==> src/m3x3_pkg.sv <==
// Shared types and codes for the 3x3 matrix arithmetic unit.
package m3x3_pkg;

    // Operation codes carried on the input tuser.
    typedef enum logic [2:0] {
        KIND_LOAD_A  = 3'd0,
        KIND_LOAD_B  = 3'd1,
        KIND_ADD     = 3'd2,
        KIND_SUB     = 3'd3,
        KIND_SCALE_A = 3'd4,
        KIND_SCALE_B = 3'd5,
        KIND_MUL     = 3'd6
    } kind_t;

    localparam int ELEM_W     = 32;
    localparam int IDX_W      = 2;
    localparam int TDATA_W    = 40;
    localparam int OBUF_DEPTH = 4;
    localparam int OBUF_AW    = 2;
    localparam int OBUF_CW    = 3;

    // Per-beat control that rides along the datapath.
    typedef struct packed {
        logic               valid;
        kind_t              op;
        logic               first;   // first product of a dot product
        logic               fin;     // beat that completes a result element
        logic               last;    // final element of the matrix
        logic [IDX_W-1:0]   row;
        logic [IDX_W-1:0]   col;
    } ctl_t;

    // One result element; row sits in the low bits.
    typedef struct packed {
        logic               last;
        logic [ELEM_W-1:0]  element;
        logic [IDX_W-1:0]   col;
        logic [IDX_W-1:0]   row;
    } res_t;

endpackage

==> src/matrix_3x3_arith_unit.sv <==
// Top level of the DIM x DIM matrix arithmetic unit.
// Holds matrices A and B (32-bit two's complement, cleared at reset) in two
// single-port-read memories and runs one command at a time. A beat on the
// slave stream carries the command kind on tuser: load A/B writes one element
// in the accept cycle and gives no output; kind 7 and loads with row or col
// not below DIM do nothing. Add, subtract and scale read one element of each
// memory per cycle while the output FIFO has room reserved; each such command
// runs from its accept through DIM*DIM element issues and the drain of the
// pipeline before the next accept; scale writes each product back into its
// matrix as it goes. Multiply does one multiply-accumulate per cycle, under the
// same condition, through the single read port of each memory, issuing
// DIM*DIM*DIM of them before the same drain. Results leave on the master stream
// in row-major order, tlast on the final element; a four-entry output FIFO lets
// the block finish and take the next command while results still wait, and
// issue pauses only when that FIFO has no room reserved. All arithmetic wraps
// modulo 2^32.
module matrix_3x3_arith_unit
    import m3x3_pkg::*;
#(
    parameter int DIM = 3
)
(
    input  logic                 clk,
    input  logic                 rst_n,
    // slave stream
    input  logic                 s_tvalid,
    output logic                 s_tready,
    input  logic [TDATA_W-1:0]   s_tdata,   // [1:0] row, [3:2] col, [35:4] value, rest 0
    input  logic [2:0]           s_tuser,   // [2:0] kind
    // master stream
    output logic                 m_tvalid,
    input  logic                 m_tready,
    output logic [TDATA_W-1:0]   m_tdata,   // [1:0] out_row, [3:2] out_col, [35:4] element
    output logic                 m_tlast    // last
);

    localparam int NCELL = DIM * DIM;
    localparam int AW    = $clog2(NCELL);
    localparam int IW    = $clog2(DIM);

    typedef enum logic {
        ST_IDLE,
        ST_RUN
    } state_t;

    state_t            state_reg;
    kind_t             op_reg;
    logic [ELEM_W-1:0] scalar_reg;
    logic [IW-1:0]     r_reg;
    logic [IW-1:0]     c_reg;
    logic [IW-1:0]     k_reg;
    ctl_t              ctl1_reg;
    logic [AW-1:0]     wb1_reg;
    logic [AW-1:0]     wb2_reg;

    // input beat decode
    logic              accept;
    kind_t             in_kind;
    logic [IDX_W-1:0]  in_row;
    logic [IDX_W-1:0]  in_col;
    logic [ELEM_W-1:0] in_value;
    logic              load_ok;
    logic [AW-1:0]     load_addr;

    // issue side
    logic              is_mul;
    logic              k_end;
    logic              c_end;
    logic              r_end;
    logic [OBUF_CW-1:0] pend;
    logic              credit_ok;
    logic              issue;
    ctl_t              ctl0;
    logic [AW-1:0]     cell_addr;
    logic [AW-1:0]     a_raddr;
    logic [AW-1:0]     b_raddr;

    // memory ports
    logic              a_we;
    logic              b_we;
    logic [AW-1:0]     wr_addr;
    logic [ELEM_W-1:0] wr_data;
    logic [ELEM_W-1:0] a_rdata;
    logic [ELEM_W-1:0] b_rdata;

    // datapath and output
    ctl_t              ctl2;
    logic              push;
    res_t              push_beat;
    res_t              out_beat;
    logic [OBUF_CW-1:0] level;

    assign in_kind   = kind_t'(s_tuser);
    assign in_row    = s_tdata[1:0];
    assign in_col    = s_tdata[3:2];
    assign in_value  = s_tdata[35:4];
    assign load_ok   = (32'(in_row) < DIM) && (32'(in_col) < DIM);
    assign load_addr = AW'(32'(in_row) * DIM + 32'(in_col));

    // one command at a time: take a beat only with the pipeline drained
    assign s_tready = (state_reg == ST_IDLE) && !ctl1_reg.valid && !ctl2.valid;
    assign accept   = s_tvalid & s_tready;

    // element sequencing: k innermost for the dot product
    assign is_mul = (op_reg == KIND_MUL);
    assign k_end  = !is_mul || (32'(k_reg) == DIM - 1);
    assign c_end  = (32'(c_reg) == DIM - 1);
    assign r_end  = (32'(r_reg) == DIM - 1);

    // reserve a FIFO slot for every element between issue and push
    assign pend = OBUF_CW'(ctl1_reg.valid & ctl1_reg.fin)
                + OBUF_CW'(ctl2.valid & ctl2.fin);
    assign credit_ok = (level + pend) < OBUF_CW'(OBUF_DEPTH);
    assign issue     = (state_reg == ST_RUN) && credit_ok;

    assign cell_addr = AW'(32'(r_reg) * DIM + 32'(c_reg));
    assign a_raddr   = is_mul ? AW'(32'(r_reg) * DIM + 32'(k_reg)) : cell_addr;
    assign b_raddr   = is_mul ? AW'(32'(k_reg) * DIM + 32'(c_reg)) : cell_addr;

    always_comb
    begin
        ctl0.valid = issue;
        ctl0.op    = op_reg;
        ctl0.first = !is_mul || (k_reg == '0);
        ctl0.fin   = k_end;
        ctl0.last  = k_end && c_end && r_end;
        ctl0.row   = IDX_W'(r_reg);
        ctl0.col   = IDX_W'(c_reg);
    end

    // write port: loads in idle, scale write-back from the datapath otherwise
    always_comb
    begin
        a_we    = 1'b0;
        b_we    = 1'b0;
        wr_addr = load_addr;
        wr_data = in_value;
        if (ctl2.valid && (ctl2.op == KIND_SCALE_A || ctl2.op == KIND_SCALE_B))
        begin
            a_we    = (ctl2.op == KIND_SCALE_A);
            b_we    = (ctl2.op == KIND_SCALE_B);
            wr_addr = wb2_reg;
            wr_data = push_beat.element;
        end
        else if (accept && load_ok)
        begin
            a_we = (in_kind == KIND_LOAD_A);
            b_we = (in_kind == KIND_LOAD_B);
        end
    end

    always_ff @(posedge clk or negedge rst_n)
    begin
        if (!rst_n)
        begin
            state_reg <= ST_IDLE;
            op_reg    <= KIND_ADD;
            r_reg     <= '0;
            c_reg     <= '0;
            k_reg     <= '0;
            ctl1_reg  <= '0;
        end
        else
        begin
            ctl1_reg <= ctl0;
            unique case (state_reg)
                ST_IDLE:
                begin
                    if (accept)
                    begin
                        r_reg <= '0;
                        c_reg <= '0;
                        k_reg <= '0;
                        unique case (in_kind) inside
                            KIND_ADD, KIND_SUB, KIND_SCALE_A, KIND_SCALE_B, KIND_MUL:
                            begin
                                op_reg    <= in_kind;
                                state_reg <= ST_RUN;
                            end
                            default:
                                state_reg <= ST_IDLE;
                        endcase
                    end
                end
                ST_RUN:
                begin
                    if (issue)
                    begin
                        if (!k_end)
                            k_reg <= k_reg + 1'b1;
                        else
                        begin
                            k_reg <= '0;
                            if (!c_end)
                                c_reg <= c_reg + 1'b1;
                            else
                            begin
                                c_reg <= '0;
                                if (!r_end)
                                    r_reg <= r_reg + 1'b1;
                                else
                                begin
                                    r_reg     <= '0;
                                    state_reg <= ST_IDLE;
                                end
                            end
                        end
                    end
                end
                default:
                    state_reg <= ST_IDLE;
            endcase
        end
    end

    // payload side registers
    always_ff @(posedge clk)
    begin
        if (accept)
            scalar_reg <= in_value;
        wb1_reg <= cell_addr;
        wb2_reg <= wb1_reg;
    end

    m3x3_store #(
        .NCELL (NCELL)
    ) u_store_a (
        .clk   (clk),
        .rst_n (rst_n),
        .we    (a_we),
        .waddr (wr_addr),
        .wdata (wr_data),
        .raddr (a_raddr),
        .rdata (a_rdata)
    );

    m3x3_store #(
        .NCELL (NCELL)
    ) u_store_b (
        .clk   (clk),
        .rst_n (rst_n),
        .we    (b_we),
        .waddr (wr_addr),
        .wdata (wr_data),
        .raddr (b_raddr),
        .rdata (b_rdata)
    );

    m3x3_mac u_mac (
        .clk       (clk),
        .rst_n     (rst_n),
        .ctl_in    (ctl1_reg),
        .a_data    (a_rdata),
        .b_data    (b_rdata),
        .scalar    (scalar_reg),
        .ctl_out   (ctl2),
        .push      (push),
        .push_beat (push_beat)
    );

    m3x3_obuf u_obuf (
        .clk       (clk),
        .rst_n     (rst_n),
        .push      (push),
        .push_beat (push_beat),
        .out_valid (m_tvalid),
        .out_ready (m_tready),
        .out_beat  (out_beat),
        .level     (level)
    );

    assign m_tdata = {(TDATA_W - ELEM_W - 2 * IDX_W)'(0),
                      out_beat.element, out_beat.col, out_beat.row};
    assign m_tlast = out_beat.last;

endmodule

==> src/m3x3_store.sv <==
// Matrix element store: one write port, one registered read port, per-entry valid bits.
module m3x3_store
    import m3x3_pkg::*;
#(
    parameter int NCELL = 9
)
(
    input  logic                       clk,
    input  logic                       rst_n,
    input  logic                       we,
    input  logic [$clog2(NCELL)-1:0]   waddr,
    input  logic [ELEM_W-1:0]          wdata,
    input  logic [$clog2(NCELL)-1:0]   raddr,
    output logic [ELEM_W-1:0]          rdata
);

    logic [ELEM_W-1:0] mem [NCELL];
    logic [NCELL-1:0]  vld_reg;
    logic [ELEM_W-1:0] rd_reg;
    logic              rvld_reg;

    // entries never written read as zero
    always_ff @(posedge clk or negedge rst_n)
    begin
        if (!rst_n)
        begin
            vld_reg  <= '0;
            rvld_reg <= 1'b0;
        end
        else
        begin
            if (we)
                vld_reg[waddr] <= 1'b1;
            rvld_reg <= vld_reg[raddr];
        end
    end

    always_ff @(posedge clk)
    begin
        if (we)
            mem[waddr] <= wdata;
        rd_reg <= mem[raddr];
    end

    assign rdata = rvld_reg ? rd_reg : '0;

endmodule

==> src/m3x3_mac.sv <==
// Element datapath: add/sub/multiply stage followed by the dot-product accumulator.
module m3x3_mac
    import m3x3_pkg::*;
(
    input  logic              clk,
    input  logic              rst_n,
    input  ctl_t              ctl_in,
    input  logic [ELEM_W-1:0] a_data,
    input  logic [ELEM_W-1:0] b_data,
    input  logic [ELEM_W-1:0] scalar,
    output ctl_t              ctl_out,
    output logic              push,
    output res_t              push_beat
);

    ctl_t              ctl2_reg;
    logic [ELEM_W-1:0] val_reg;
    logic [ELEM_W-1:0] val_next;
    logic [ELEM_W-1:0] acc_reg;
    logic [ELEM_W-1:0] acc_sum;
    logic [ELEM_W-1:0] mul_x;
    logic [ELEM_W-1:0] mul_y;
    logic [ELEM_W-1:0] prod;

    always_comb
    begin
        mul_x = (ctl_in.op == KIND_SCALE_B) ? b_data : a_data;
        mul_y = (ctl_in.op == KIND_MUL) ? b_data : scalar;
        prod  = mul_x * mul_y;   // low word only, wraps
        case (ctl_in.op) inside
            KIND_ADD:                   val_next = a_data + b_data;
            KIND_SUB:                   val_next = a_data - b_data;
            KIND_SCALE_A, KIND_SCALE_B,
            KIND_MUL:                   val_next = prod;
            default:                    val_next = '0;
        endcase
    end

    always_ff @(posedge clk or negedge rst_n)
    begin
        if (!rst_n)
            ctl2_reg <= '0;
        else
            ctl2_reg <= ctl_in;
    end

    always_ff @(posedge clk)
    begin
        val_reg <= val_next;
        if (ctl2_reg.valid)
            acc_reg <= acc_sum;
    end

    assign acc_sum = (ctl2_reg.first ? '0 : acc_reg) + val_reg;

    assign ctl_out           = ctl2_reg;
    assign push              = ctl2_reg.valid & ctl2_reg.fin;
    assign push_beat.last    = ctl2_reg.last;
    assign push_beat.element = acc_sum;
    assign push_beat.col     = ctl2_reg.col;
    assign push_beat.row     = ctl2_reg.row;

endmodule

==> src/m3x3_obuf.sv <==
// Small result FIFO between the datapath and the output stream.
module m3x3_obuf
    import m3x3_pkg::*;
(
    input  logic               clk,
    input  logic               rst_n,
    input  logic               push,
    input  res_t               push_beat,
    output logic               out_valid,
    input  logic               out_ready,
    output res_t               out_beat,
    output logic [OBUF_CW-1:0] level
);

    res_t               buf_mem [OBUF_DEPTH];
    logic [OBUF_AW-1:0] wr_ptr_reg;
    logic [OBUF_AW-1:0] rd_ptr_reg;
    logic [OBUF_CW-1:0] cnt_reg;
    logic               pop;

    assign out_valid = (cnt_reg != '0);
    assign pop       = out_valid & out_ready;
    assign out_beat  = buf_mem[rd_ptr_reg];
    assign level     = cnt_reg;

    // push only arrives with room reserved upstream
    always_ff @(posedge clk or negedge rst_n)
    begin
        if (!rst_n)
        begin
            wr_ptr_reg <= '0;
            rd_ptr_reg <= '0;
            cnt_reg    <= '0;
        end
        else
        begin
            if (push)
                wr_ptr_reg <= wr_ptr_reg + 1'b1;
            if (pop)
                rd_ptr_reg <= rd_ptr_reg + 1'b1;
            case ({push, pop})
                2'b10:   cnt_reg <= cnt_reg + 1'b1;
                2'b01:   cnt_reg <= cnt_reg - 1'b1;
                default: cnt_reg <= cnt_reg;
            endcase
        end
    end

    always_ff @(posedge clk)
    begin
        if (push)
            buf_mem[wr_ptr_reg] <= push_beat;
    end

endmodule

==> config.mk <==
export PLATFORM = sky130hd
export DESIGN_NAME = matrix_3x3_arith_unit
export DESIGN_NICKNAME = d
export VERILOG_FILES = /design/src/m3x3_pkg.sv /design/src/matrix_3x3_arith_unit.sv /design/src/m3x3_store.sv /design/src/m3x3_mac.sv /design/src/m3x3_obuf.sv
export SDC_FILE = /design/constraint.sdc
export NUM_CORES = 2
export LEC_CHECK = 0
export ABC_CLOCK_PERIOD_IN_PS = 12600
export CAP_MARGIN = 20
export CORE_MARGIN = 2
export CORE_UTILIZATION = 50
export CTS_BUF_LIST = sky130_fd_sc_hd__clkbuf_16
export DETAILED_ROUTE_END_ITERATION = 16
export DONT_BUFFER_PORTS = 1
export GPL_TIMING_DRIVEN = 0
export SYNTH_ARGS = -nofsm -noshare
export SYNTH_HDL_FRONTEND = slang
export SYNTH_SLANG_ARGS = --single-unit
==> constraint.sdc <==
create_clock -name clk -period 12.6 [get_ports clk]
set_input_delay 3.78 -clock clk [delete_from_list [all_inputs] [get_ports clk]]
set_output_delay 3.78 -clock clk [all_outputs]
set_load 0.05 [all_outputs]
==> metrics <==
Worst-Margin Slew=1.287 ns; hpwl dp=between 100 and 150 mm; drt via density=5.826; Core ar.=112,200 um^2; IO buf count=0; Setup-failing EPs final=0; CTS Root Cell=clkbuf_16; Worst Path Max Fanout=10; synthesized area=between 50,000 and 60,000 um^2; Top Ports=90; Layout Nets=5,681; via count=between 30,000 and 40,000; H-tree Lvls=3; largest net degree at the start of global routing=60; Slew headroom=0.1328; number of synthesized flops with an enable pin=788; pre-CTS setup slack=1.880 ns; setup tns final=0 ns; Mapped Cells=around 4,800; number of global-route vias before repair=38,300; final WL=180.6 mm; Syn-to-layout area delta=10.94%; Hold-fix buffers, CTS=0; Die Area=between 100,000 and 150,000 um^2; Num CTS Buffers=99; Fmax=91.15 MHz; Critical Path Most Common Cell=fa_1; Starting Density=0.5033; Post-synth ARST share=0.06204; Max-Cap Viols=0; Yosys reg bits=951; final setup margin=1.629 ns; layout cells sized above 1=0.08570; Clk Latency, worst-skew pair=0.70 ns; antenna violations before repair=24; first-pass detailed-route iteration total=6; num rows=123; sequential-to-total area share from yosys stat=0.4821; Total GRT Usage=0.3155; Period Utilization, post-route=0.8707; Chip Height=340.0 um; status=complete, no violations; syn_area_per_cell=11.73 um^2; Worst Hold Class=flip-flop to flip-flop; Startpoint Class=flip-flop; Pins Over Slew Limit=0; drt initial violations=4,172; Tmin final=10.97 ns; commonest non-fill, non-tap cell in the layout=edfxtp_1; DRT antenna net count=0; Yosys Warn Count=0; RSZ-0062 raised after global routing=false; Critical Path RT=between 10 and 15 ns; gp weighted congestion=1.094; most frequent cells in the layout=788 x edfxtp_1, 699 x nand2_1, 503 x inv_1; TritonCTS clock tree=built; Clock Tree Buf Depth=3; slowest cell on the critical path=nor3b_1; clock transition at the registers of the reported paths=0.06 ns; # clock sinks=between 900 and 1,000; largest stage delay on the critical path=0.83 ns; Synth cell types=80; Post-CTS Setup Bufs=0; drt wl/cell=27.46 um; Critical Path AT=11.50 ns; largest registers=u_store_a.mem (288), u_store_b.mem (288), u_obuf.buf_mem (148); clk_skew=a little under 0.06 ns; # resized after CTS=0; Post-synth top flop=edfxtp_1; final hold vios=0; classification of the worst setup path=flip-flop to flip-flop; Critical Path Sink Type=flip-flop; die width=340.0 um; GRT Residual Overflow=0; # DRC=0; first-pass GRT wire length=around 260 mm
[routing by layer]
layer / GRT usage / up-vias / routed length [um] / part of all wire
li1: - / 16880 / - / -
met1: 0.4302 / 19520 / 74020 / 0.41
met2: 0.4997 / 1540 / 83710 / 0.46
met3: 0.06211 / 360 / 14200 / 0.079
met4: 0.1268 / 26 / 8454 / 0.047
met5: 0 / - / 223 / 0.0012
[worst max-delay path, delay by kind of cell (launching register included)]
kind	cells	cell delay (ns)
adders and majority gates	9	4.33
buffers and inverters	8	2.22
and+or+nand+nor	7	1.77
AOI/OAI and AO/OA	6	1.51
DFF	1	0.60
muxes	1	0.41
[stage by stage]
stage	utilization	instance area, um^2	cells	hold slack [ns]
2_1_floorplan	-	56470	4816	0.3096
3_3_place_gp	0.5201	58350	6316	0.3107
3_5_place_dp	0.5283	59270	6373	0.3121
4_1_cts	0.5575	62550	6558	0.3263
5_1_grt	0.5581	62610	6566	0.3305
6_report	0.5583	62640	6577	0.3272
[area by class of cell]
cell class | instances | area, um^2
plain buffers | 218 | 845.8
inverters | 488 | 1832
diodes | 13 | 32.53
flip-flops and latches | 951 | 27220
clock inverters | 81 | 668.1
fillers | 9452 | 49550
repair buffers | 63 | 805.8
well taps | 1500 | 1877
clock buffers | 104 | 2603
multi-input cells | 3159 | 26750
[synthesized netlist by cell type (30+ instances only)]
library cell	n	area (um^2)
edfxtp_1	788	23660
nand2_1	699	2624
inv_1	488	1832
nor2_1	460	1727
fa_1	418	8368
ha_1	236	2953
clkbuf_1	177	664.4
o21ai_0	154	770.7
a21oi_1	131	655.6
dfxtp_1	104	2082
mux4_2	104	2342
xnor2_1	90	788.3
nand3_1	88	440.4
and2_1	70	437.9
mux2i_1	68	680.7
a21o_1	59	442.9
dfrtp_1	58	1451
a31oi_1	49	306.5
and3_1	49	306.5
nor2b_1	47	294.0
a311oi_1	34	297.8
xor2_1	34	297.8
or2_2	30	187.7
[logic make-up (layout without fill, tap and decap cells)]
group,after synthesis,count (layout),synth area share
other,1,17,0.00006642
AOI/OAI and AO/OA,644,644,0.07439
adders and majority gates,657,657,0.2011
muxes,197,197,0.05853
DFF,951,951,0.4821
and+or+nand+nor,1532,1532,0.1168
buffers and inverters,706,954,0.04740
xor gates and xnor gates,125,125,0.01963
[final timing paths]
path                             start           endpoint  slack, ns  cells past startpoint
setup / recovery           ctl1_reg[7]  u_mac.val_reg[28]       1.63                     31
hold / removal              wb1_reg[0]         wb2_reg[0]       0.33                      0
setup reg to reg           ctl1_reg[7]  u_mac.val_reg[28]       1.63                     31
hold reg to reg             wb1_reg[0]         wb2_reg[0]       0.33                      0
max in group asynchronous        rst_n          op_reg[1]       9.59                      0
min in group asynchronous        rst_n        ctl1_reg[3]       2.76                      0
Power is not shown: default switching activity piles up to over one toggle a cycle in this logic, so the estimate is an artifact.
